### src/rtl/mvtnm_div.sv
// Radix-2 restoring divider, one quotient bit per cycle.
module mvtnm_div #(
    parameter int NW   = 48,
    parameter int DW   = 24,
    parameter int CNTW = $clog2(NW + 1)
) (
    input  logic            clk,
    input  logic            rst_n,
    input  logic            start,
    input  logic [NW-1:0]   num,
    input  logic [DW-1:0]   den,
    input  logic [CNTW-1:0] bits,
    output logic            busy,
    output logic [NW-1:0]   quot
);

    logic            busy_reg, busy_next;
    logic [CNTW-1:0] cnt_reg, cnt_next;
    logic [DW-1:0]   rem_reg, rem_next;
    logic [NW-1:0]   acc_reg, acc_next;
    logic [DW-1:0]   den_reg;
    logic [DW:0]     trial;
    logic [DW:0]     diff;
    logic            ge;

    assign trial = {rem_reg, acc_reg[NW-1]};
    assign ge    = trial >= {1'b0, den_reg};
    assign diff  = trial - {1'b0, den_reg};

    always_comb
    begin
        busy_next = busy_reg;
        cnt_next  = cnt_reg;
        rem_next  = rem_reg;
        acc_next  = acc_reg;
        if (start)
        begin
            busy_next = 1'b1;
            cnt_next  = bits;
            rem_next  = '0;
            acc_next  = num;
        end
        else if (busy_reg)
        begin
            rem_next = ge ? diff[DW-1:0] : trial[DW-1:0];
            acc_next = {acc_reg[NW-2:0], ge};
            cnt_next = cnt_reg - 1'b1;
            if (cnt_reg == CNTW'(1))
            begin
                busy_next = 1'b0;
            end
        end
    end

    always_ff @(posedge clk or negedge rst_n)
    begin
        if (!rst_n)
        begin
            busy_reg <= 1'b0;
            cnt_reg  <= '0;
        end
        else
        begin
            busy_reg <= busy_next;
            cnt_reg  <= cnt_next;
        end
    end

    always_ff @(posedge clk)
    begin
        rem_reg <= rem_next;
        acc_reg <= acc_next;
        if (start)
        begin
            den_reg <= den;
        end
    end

    assign busy = busy_reg;
    assign quot = acc_reg;

endmodule

### config.mk
export PLATFORM = sky130hd
export DESIGN_NAME = mvtnm_div
export DESIGN_NICKNAME = d
export VERILOG_FILES = /design/src/rtl/mvtnm_div.sv
export SDC_FILE = /design/constraint.sdc
export NUM_CORES = 1
export LEC_CHECK = 0
export BUFFER_PORTS_ARGS = -buffer_cell sky130_fd_sc_hd__buf_4
export CORE_MARGIN = 1
export CORE_UTILIZATION = 47
export CTS_BUF_LIST = sky130_fd_sc_hd__clkbuf_16
export CTS_CLUSTER_DIAMETER = 120
export DETAILED_ROUTE_END_ITERATION = 8
export PLACE_DENSITY = 0.71
export RECOVER_POWER = 100
export SYNTH_ARGS = -nofsm -noshare
export SYNTH_HDL_FRONTEND = slang
export SYNTH_SLANG_ARGS = --single-unit
### constraint.sdc
create_clock -name clk -period 6.44 [get_ports clk]
set_clock_uncertainty 0.05 [all_clocks]
set_input_delay 0.322 -clock clk [delete_from_list [all_inputs] [get_ports clk]]
set_output_delay 0.322 -clock clk [all_outputs]
set_load 0.005 [all_outputs]
==> reports/results.tsv <==
stage	metric	value	unit
status	outcome	finished with violations	
status	failing checks	max-capacitance violations, max-slew violations	
synth	syn_nets	598	
clock_tree	CTS Sinks	103	
synth	flops & latches, synth	103	
clock_tree	clk root buf	clkbuf_16	
placed_design	Port Buf Inserts	129	
clock_tree	number of gates resized after cts	0	
clock_tree	postcts setup bufs	0	
detailed_routing	Residual DRC	0	
setup_path	kind of critical path	input pin to register	
setup_path	reg-to-reg slack, setup	3.22	ns
pwr	Tot Pwr	0.00179	W
synth	share of the synthesized area in the top cell type	0.387	
setup_path	Crit-path slowest cell	clkbuf_1	
sta	fmax	254	MHz
finish	Final Core Density	0.596	
detailed_routing	average vias per placed instance	5.44	
sta	final setup violation count	0	
sta	Worst Max-Slew Pin Slew	3.28	ns
die	Die Span Y	111	um
clock_tree	H-tree depth	3	
synth	synthesized area	5590	um2
setup_path	Setup crit start kind	input pin	
die	Die ar.	12300	um2
clock_tree	CTS tree	done	
sta	total negative slack	0	ns
detailed_routing	initial DRC count	96	
placed_design	Placed Cells	741	
setup_path	maximum fanout along the worst path	70	
synth	Synth area leaders	edfxtp_1 39%, mux2_2 9.7%, dfxtp_1 8.6%, ha_1 5.8%, mux2i_1 3.2%	
setup_path	R2R Path End	cnt_reg[5]$_DFFE_PN0P_	
clock_tree	clk_lat worst skew	0.36	ns
detailed_routing	final wirelength	11900	um
grt	initial antenna violation count	0	
synth	leading area contributor after synthesis	edfxtp_1	
setup_path	CP Buf/Inv Count	1	
synth	register area share after synthesis	0.504	
setup_path	crit-path max cell delay	2.26	ns
detailed_routing	drt first pass iters	4	
sta	Final Slew Violations	127	
setup_path	reg-to-reg startpoint	busy$_DFF_PN0_	
sta	max_slew headroom	-1.19	
synth	Ys Warns	0	
pwr	Pleak	2.90	nW
finish	n_diodes	0	
clock_tree	Clock transition at path regs	0.08	ns
grt	vias in the first global route	4248	
setup_path	WP data arrival	3.86	ns
synth	most numerous cell in the Yosys netlist	edfxtp_1	
finish	layout cells sized above 1	0.311	
clock_tree	CTS buffer count	9	
setup_path	CP Capture Type	register	
grt	busiest grt layer	met2	
finish	Non-Filler Cell Area, Final	6870	um2
setup_path	Worst EP required	6.36	ns
synth	number of synthesized flops with an enable pin	72	
setup_path	Worst R2R Path Depth	5	
min_path	WHS Endpoint	den_reg[20]$_DFFE_PP_	
sta	RSZ-0062 raised after global routing	no	
grt	met2 Use GR	0.351	
finish	Layout Cells excl Fill	758	
grt	met3 Resource Use GR	0.0875	
clock_tree	CTS Buffer Depth	2	
synth	Syn Inst Count	490	
finish	Layout area overhead	23.0	%
min_path	Hold Crit Depth	1	
detailed_routing	WL/cell	15.8	um
synth	Post-synth top cells	72 x edfxtp_1, 48 x mux2_2, 39 x nor2_1	
detailed_routing	Vias	4124	
grt	met1 Usage GRT	0.227	
placed_design	DP Area	6630	um2
setup_path	Crit path max-delay family	buffers and inverters	
sta	fin crit period	3.93	ns
grt	first-pass GRT wire length	20000	um
grt	overflow left after global routing	0	
setup_path	worst path cell trace	clkbuf_1, or2_2	
grt	largest net degree at the start of global routing	71	
synth	share of flip-flops with an asynchronous set or reset	0.0680	
synth	Synth Flop Type	edfxtp_1	
finish	max reg flops	48	
die	Core Area	11500	um2
synth	Cell variety after synth	57	
placed_design	HPWL Detailed	8680	um
sta	Hold Fails Final Rpt	0	
grt	Total Routing Usage GR	0.204	
placed_design	RePlAce Congestion	0.824	
pwr	pwr dens	261	nW/um2
die	starting density of the core	0.485	
run	MaxCap Viol Count	2	
die	die width	111	um
min_path	Hold Crit Start	den[20]	
min_path	Tightest Hold Check Type	input pin to register	
pwr	Worst IR Drop VDD	0.000192	V
detailed_routing	ANT nets after route	0	
die	I/O Pins	130	
synth	syn avg cell area	11.4	um2
finish	Final nets	718	
sta	period utilisation layout	0.611	
die	row count	39	
## per-layer routing
layer / vias to the layer above / wire, um
met5: - / 0
met4: 0 / 174
met3: 15 / 1080
met2: 118 / 5800
met1: 1941 / 4890
li1: 2050 / -
## what timing repair did
action                                  in CTS  in global routing
hold buffers                                 1                  0
hold endpoints to repair                     7                  0
endpoints found under the setup margin       0                  0
## cells in the final DEF (no fill, tap or decap), types with 2 or more instances in the layout
cell	Yosys	final
nor3_1	2	2
a31oi_1	3	3
nand4b_1	3	3
clkbuf_1	17	12
or3_1	2	2
nor2b_1	4	4
a211oi_1	17	17
nand3_1	5	5
nand2_1	31	31
dfrtp_1	7	7
ha_1	26	26
clkbuf_16	0	9
o211ai_1	3	3
a21oi_1	23	23
nand2b_1	6	6
mux2_2	48	48
and3_1	3	3
a2111o_1	2	2
inv_1	32	32
o221ai_1	2	2
xnor2_1	12	12
mux2i_1	18	18
buf_4	2	56
o21a_1	3	3
a311oi_1	3	3
o21ai_1	4	4
edfxtp_1	72	72
nor3b_1	3	3
nor4_1	3	3
o311ai_0	2	2
xor2_1	12	12
a21o_1	6	6
o21ai_0	22	22
nand4_1	5	5
dfxtp_1	24	24
inv_6	0	2
nor2_1	39	39
o31ai_1	2	2
clkbuf_4	0	63
## final cells by class
| type | instances | area [um2] |
|---|---|---|
| clock buffers | 9 | 225 |
| repair buffers | 132 | 948 |
| fillers | 990 | 4650 |
| inverters | 32 | 120 |
| multi-input cells | 332 | 2530 |
| flip-flops and latches | 103 | 2820 |
| clock inverters | 7 | 52.6 |
| well taps | 143 | 179 |
## how the worst max path moves through the flow
stage                       start                        to  slack (ns)  cells past startpoint
2_1_floorplan  quot[47]$_DFFE_PP_  rem_reg[22]$_SDFFE_PP0P_        3.82                     11
3_3_place_gp   quot[47]$_DFFE_PP_  rem_reg[20]$_SDFFE_PP0P_        3.55                     11
5_1_grt                     start        quot[18]$_DFFE_PP_        2.12                      2
3_5_place_dp   quot[47]$_DFFE_PP_  rem_reg[20]$_SDFFE_PP0P_        3.44                     11
6_report                    start        quot[13]$_DFFE_PP_        2.51                      2
4_1_cts        quot[47]$_DFFE_PP_  rem_reg[20]$_SDFFE_PP0P_        3.41                     11
## report_power, final
part	switching [W]	internal [W]
clock network	0.000258	0.000267
registers	0.0000459	0.000795
logic	0.000208	0.000219
total	0.000512	0.00128
## metrics by stage
step | hold slack (ns) | setup WS [ns]
2_1_floorplan | -0.0236 | 3.82
3_3_place_gp | 0.0859 | 3.55
3_5_place_dp | 0.0895 | 3.44
4_1_cts | 0.0752 | 3.41
5_1_grt | 0.0949 | 2.12
6_report | 0.108 | 2.51
## kinds of logic after synthesis
kind of cell	synth area share
fa+ha+maj	0.0618
simple gates	0.102
compound gates	0.122
mux	0.129
flops	0.504
xor+xnor	0.0376
buf+inv	0.0432
No activity file was read; power rests on OpenSTA's default activity.
