### config.mk
export PLATFORM = sky130hd
export DESIGN_NAME = mvtnm_ram
export DESIGN_NICKNAME = d
export VERILOG_FILES = /design/src/rtl/mvtnm_ram.sv
export SDC_FILE = /design/constraint.sdc
export NUM_CORES = 1
export LEC_CHECK = 0
export ABC_AREA = 0
export BUFFER_PORTS_ARGS = -buffer_cell sky130_fd_sc_hd__buf_4
export CORE_MARGIN = 5
export CORE_UTILIZATION = 55
export CTS_BUF_LIST = sky130_fd_sc_hd__clkbuf_8
export CTS_CLUSTER_DIAMETER = 150
export DETAILED_ROUTE_END_ITERATION = 6
export PLACE_DENSITY = 0.71
export SLEW_MARGIN = 25
export SYNTH_ARGS = -nofsm -noshare
export SYNTH_HDL_FRONTEND = slang
export SYNTH_SLANG_ARGS = --single-unit
### constraint.sdc
create_clock -name clk -period 1.7 [get_ports clk]
set_input_delay 0.085 -clock clk [delete_from_list [all_inputs] [get_ports clk]]
set_output_delay 0.085 -clock clk [all_outputs]
set_load 0.01 [all_outputs]
### src/rtl/mvtnm_ram.sv
// Generic single-port-write, registered-read RAM.
module mvtnm_ram #(
    parameter int WIDTH = 8,
    parameter int DEPTH = 16,
    parameter int AW    = (DEPTH > 1) ? $clog2(DEPTH) : 1
) (
    input  logic             clk,
    input  logic             we,
    input  logic [AW-1:0]    waddr,
    input  logic [WIDTH-1:0] wdata,
    input  logic [AW-1:0]    raddr,
    output logic [WIDTH-1:0] rdata
);

    logic [WIDTH-1:0] mem [DEPTH];

    always_ff @(posedge clk)
    begin
        if (we)
        begin
            mem[waddr] <= wdata;
        end
        rdata <= mem[raddr];
    end

endmodule

==> out/qor.txt, run 1 <==
Switching part of the total power: 21.7%
Highest Clock Rate: 707 MHz
Synth Flop Type: edfxtp_1
Cell Area, Synth: 5150 um2
Synth top cells by count: edfxtp_1, mux4_2, a22oi_1, mux4_1, nor2_1
Dpl hpwl: 6.16 mm
Arr. time, crit path: 1.72 ns
WS Path Type: reg2reg
Finished Layout Cells: 419
Most frequent cell after synthesis: edfxtp_1
Hold Path Stages: 3
Core footprint: 9200 um2
# fillers: 583
Setup-failing EPs final: 0
Synth unique cells: 19
Die width: 107 um
Synth-to-layout area growth: 18.0%
Logic pwr share: 6.0%
Status: finished, final reports clean
Nets: 313
Later-pin clock latency in the skew report: 0.42 ns
Port Buf Inserts: 25
EDFF count, synth: 128
CTS Sinks: 136
Row count: 35
Min-Delay Path Class: in2reg
Ant. Diodes: 0
CP cell instances: mux4_1, a22oi_1, nand2_1
WL/cell: 22.9 um
Crit path buf inv count: 0
FF-to-FF path depth: 3
Remaining Overflow, GRT: 0
Fin util: 66.0%
CTS H-Tree Depth: 4
Synth Net Count: 247
Syn Area/Cell: 22.5 um2
Final antenna-violating net count: 0
CP top delay family: multiplexers
Max incr delay on CP: 0.52 ns
Cell count after synthesis: 229
# hold bufs at CTS: 8
Max-slew violations: 0
Cell leakage power: 2.08 nW
Total area of sequential cells: 4000 um2
Clk root buf: clkbuf_8
Worst Setup Slack, final: 0.285 ns
DR iter-0 viols: 245
Clock transition at path regs: 0.08 ns
Vias in the first global route: 2509
Sequential element share of the synthesized area: 77.8%
Antenna violations before repair: 0
Ys Warns: 0
Startpoint class of the critical path: flop
Clock share of power: 37.7%
Top post-synthesis cells by area: edfxtp_1, mux4_2, mux4_1, dfxtp_1, a22oi_1
Total placed cells including tap cells: 379
Post-synth top area share: 74.7%
Number of CTS-inserted buffers: 17
Largest net degree at the start of global routing: 17
DP Worst Slack: 0.243 ns
Residual DRC: 0
Sw power: 1.45 mW
I/O pin cnt: 26
Total track usage: 18.8%
Cell Pwr Density: 1100 nW/um2
Data required, critical path: 2.00 ns
RSZ-0062 raised after global routing: no
Routability-driven placement congestion ratio: 0.750
Max-cap violations: 0
Via density: 5.91
Die area: 11400 um2
Clk_skew: 0.0127 ns
Final period util: 83.3%
Int Pwr: 5.24 mW
Rel. slew slack: 71.5%
Cell at the slowest stage of the critical path: mux4_1
Slew @ Worst Pin: 0.427 ns
Multi-input gate area: 1060 um2
Worst path depth: 3
Critical path peak fanout: 1
Starting Density: 56.0%
Yosys reg bits: 136
R2r setup slk: 0.28 ns
DR pass1 iterations: 4
Worst-case vdd ir drop: 0.553 mV
DR vias: 2478
Flop pwr share: 56.3%
First-pass GRT wire length: 14.9 mm
Post-CTS setup buffer count: 0
Asr flop ratio synth: 0%
Fin crit period: 1.42 ns
Layout cells sized above 1: 32.1%
Area leader, netlist: edfxtp_1
Placed cell area: 5610 um2
CTS tree: done
Cell area after layout: 6070 um2
Crit. End Element: flop
Longest Clk Path Bufs: 2
Die height: 107 um
Post-CTS resize count: 0
Post-Route WL: 9.60 mm
Setup TNS: 0 ns
Hold Vio Cnt, Final: 0
[layout by cell type, fill, tap and decap left out, types with 2 or more instances in the layout]
cell             n
edfxtp_1       128
nand2b_1         2
clkbuf_8        17
dfxtp_1          8
a22oi_1         16
mux4_2          18
clkinv_2         3
mux4_1          14
nor3_1           4
buf_4           46
clkinv_4         5
nor2_1          13
buf_12           3
nand3b_1         2
clkinvlp_4       3
nand2_1          9
dlygate4sd3_1    8
bufinv_16        2
[flip-flops by register name, indices dropped and copies added (netlist names)]
signal / flops
mem: 128
rdata: 8
[per-stage QoR]
step | hold slack, ns | total power [mW]
2_1_floorplan | 0.184 | 4.04
3_3_place_gp | 0.388 | 4.23
3_5_place_dp | 0.398 | 4.23
4_1_cts | 0.149 | 6.75
5_1_grt | 0.164 | 6.95
6_report | 0.177 | 6.69
[worst paths after layout]
check | from | to
worst min-delay path | waddr[0] | mem[0][4]
worst min register to register | mem[15][2] | rdata[2]
worst max-delay path | mem[1][0] | rdata[0]
worst max register to register | mem[1][0] | rdata[0]
[kinds of logic after synthesis]
family	after synthesis	synth area share, %
AND/OR/NAND/NOR	35	3.18
AO/OA/AOI/OAI	16	2.33
buffers and inverters	10	1.68
flip-flops	136	77.8
multiplexers	32	15.0
[cell type report]
cell class / instances / share of cell area (%)
Clock inverter: 15 / 2.53
Sequential cell: 136 / 65.9
Timing Repair Buffer: 57 / 7.99
Tap cell: 111 / 2.29
Multi-Input combinational cell: 83 / 17.4
Clock buffer: 17 / 3.85
[per-layer routing]
metal	wire, um	track usage (%)
met1	4120	26.6
met2	4840	29.0
met3	549	5.12
met4	92	5.48
met5	0	0
[power groups by stage]
stage	Combinational, mW	Clock, mW	Sequential (mW)
global route	0.435	2.74	3.78
CTS	0.405	2.57	3.77
floorplan	0.190	0	3.84
detailed placement	0.388	0	3.85
finish	0.400	2.52	3.77
global placement	0.383	0	3.84
[worst min-delay path, stage by stage]
cell    delay (ns)
buf_4         0.11
nor3_1        0.06
buf_4         0.17
Note: power is estimated with default switching activity, not from simulation.
==> inputs of run 2 (changes only) <==
- ABC_AREA: 0 -> 1
- PLACE_DENSITY: 0.71 -> 0.73
- clock period: 1.7 -> 1.25 ns (I/O delays scaled with it)
==> run 2 against run 1 <==
  * Die area increased by 11%
  * Synthesized cell count increased by 140%
  * Sequential share of layout area decreased by 6.0 points
  * Via count increased by 57%
  * Non-clock buffer count unchanged
  * Worst hold slack got worse by 0.086 ns
  * Setup slack got worse by 0.056 ns
  * Core utilization decreased by 1.1 points
  * Clock-buffer cell count unchanged
  * Clock skew decreased by 0.0065 ns
  * Global-route usage increased by 1.8 points
  * Critical path type unchanged
  * Critical endpoint is now rdata[6]
  * Largest cell class unchanged
==> out/qor.txt, run 2 <==
Critical Path Start: mem[6][6]
Die width: 112 um
Synth unique cells: 12
Largest register FFs: 128
Data required, critical path: 1.57 ns
Cell Pwr Density: 1410 nW/um2
Biggest register: mem
Max-cap violations: 0
Hold_ws: 0.0909 ns
Nets: 621
Setup TNS: 0 ns
FF-to-FF path depth: 6
Starting Density: 56.1%
Row count: 37
I/O pin cnt: 26
Max-slew violations: 0
Port Buf Inserts: 25
Critical path peak fanout: 1
Fin crit period: 1.02 ns
Final period util: 81.7%
Arr. time, crit path: 1.34 ns
Clk root buf: clkbuf_8
Largest net degree at the start of global routing: 33
Ys Warns: 0
Multi-input gate area: 1210 um2
Area leader, netlist: edfxtp_1
Top post-synthesis cells by area: edfxtp_1, nand2_1, nand3_1, inv_1, dfxtp_1
Crit. End Element: flop
Post-CTS resize count: 0
Post-synth top area share: 66.7%
Highest Clock Rate: 979 MHz
Synth top cells by count: nand2_1, edfxtp_1, inv_1, nand3_1, nor2_1
# fillers: 785
Commonest non-fill, non-tap cell in the layout: nand2_1
Cell Area, Synth: 5770 um2
Status: finished, final reports clean
Dpl hpwl: 7.73 mm
Clock transition at path regs: 0.07 ns
R2r setup slk: 0.23 ns
Hold path startpoint: raddr[2]
Post-Route WL: 12.3 mm
Die height: 112 um
Most frequent cell after synthesis: nand2_1
Hold Vio Cnt, Final: 0
DR iter-0 viols: 316
Asr flop ratio synth: 0%
First-pass GRT wire length: 19.6 mm
Yosys reg bits: 136
Biggest regs: mem: 128 flops, rdata: 8 flops
Syn Area/Cell: 10.5 um2
Layout cells sized above 1: 12.8%
Remaining Overflow, GRT: 0
CTS tree: done
WL/cell: 16.4 um
Clk_skew: 0.00614 ns
Synth Flop Type: edfxtp_1
Slew @ Worst Pin: 0.305 ns
Worst-case vdd ir drop: 0.879 mV
Total track usage: 20.6%
Synth Net Count: 569
Cell area after layout: 6680 um2
Worst hold endpoint: rdata[6]
EDFF count, synth: 128
Die area: 12600 um2
DR pass1 iterations: 5
Later-pin clock latency in the skew report: 0.43 ns
Placed cell area: 6190 um2
Startpoint class of the critical path: flop
Reg2reg end: rdata[6]
Routability-driven placement congestion ratio: 0.855
Total area of sequential cells: 4000 um2
Final antenna-violating net count: 0
Cell leakage power: 2.90 nW
Hold Path Stages: 4
RSZ-0062 raised after global routing: no
Sequential element share of the synthesized area: 69.4%
Number of CTS-inserted buffers: 17
Vias in the first global route: 3860
Core footprint: 10300 um2
R2R Path Start: mem[6][6]
Synth-to-layout area growth: 15.8%
Min-Delay Path Class: in2reg
CTS Sinks: 136
Residual DRC: 0
CTS H-Tree Depth: 4
Antenna violations before repair: 0
Via density: 5.20
Post-CTS setup buffer count: 0
Cell count after synthesis: 551
Rel. slew slack: 79.7%
Most frequent cells in the layout: nand2_1, edfxtp_1, inv_1, nand3_1, buf_4
Longest Clk Path Bufs: 2
Ant. Diodes: 0
WS Path Type: reg2reg
DR vias: 3902
Setup-failing EPs final: 0
==> run 2: cell count changes in the layout (fill, tap and decap cells not counted), moves of 4 or more <==
cell	change
nand2_1	+164
nor2_1	+4
clkinv_4	-4
mux4_1	-14
inv_1	+100
nor3_1	-4
nand3_1	+96
a22oi_1	-16
mux4_2	-18
==> run 2: logic make-up (layout without fill, tap and decap cells) <==
kind of cell,Yosys count,in the layout,synth area share (%)
simple gates,289,289,21.0
buf+inv,126,190,9.52
flops,136,136,69.4
==> run 2: report_power, final <==
| part | internal (mW) | switching [mW] | leakage (nW) | total (mW) |
|---|---|---|---|---|
| combinational | 0.253 | 0.449 | 1.49 | 0.702 |
| sequential | 5.09 | 0.0291 | 1.22 | 5.12 |
| clock | 1.93 | 1.63 | 0.184 | 3.56 |
| total | 7.28 | 2.11 | 2.90 | 9.39 |
==> run 2: how the worst max path moves through the flow <==
stage	endpoint	slack (ns)	depth (start not counted)
2_1_floorplan	mem[10][0]	0.24	2
3_3_place_gp	rdata[3]	0.11	9
3_5_place_dp	rdata[1]	0.1	7
4_1_cts	rdata[5]	0.22	1
5_1_grt	rdata[6]	0.17	6
6_report	rdata[6]	0.23	6
==> run 2: area by class of cell <==
| type | instances | share of cell area [%] |
|---|---|---|
| inverters | 102 | 5.73 |
| repair buffers | 57 | 7.68 |
| flip-flops and latches | 136 | 60.0 |
| well taps | 136 | 2.55 |
| clock inverters | 14 | 2.38 |
| multi-input cells | 289 | 18.2 |
| clock buffers | 17 | 3.50 |
==> run 2: what timing repair did <==
action / in CTS / in global routing
hold buffers: 9 / 0
hold endpoints to repair: 136 / 0
endpoints found under the setup margin: 0 / 0
==> run 2: critical path, cell delays in order (launching register included) <==
cell,delay (ns)
edfxtp_1,0.37
inv_1,0.07
nand2_1,0.05
nand3_1,0.10
nand3_1,0.09
nand3_1,0.17
nand2_1,0.07
==> run 2: through the flow <==
step	setup WS (ns)	power, mW	utilization [%]	cells
after floorplan	0.237	5.59	-	551
after global placement	0.105	5.88	60.3	711
after detailed placement	0.0981	5.90	60.3	711
after CTS	0.223	9.41	65.0	751
after global routing	0.171	9.69	65.0	751
final	0.229	9.39	65.0	751
==> run 2: routing by layer <==
metal | share of wire (%) | up-vias | track usage (%)
met5 | 0 | - | 0
met4 | 1.6 | 0 | 7.53
met3 | 6.9 | 19 | 4.26
met2 | 51 | 158 | 35.5
met1 | 40 | 1855 | 25.8
li1 | - | 1870 | -
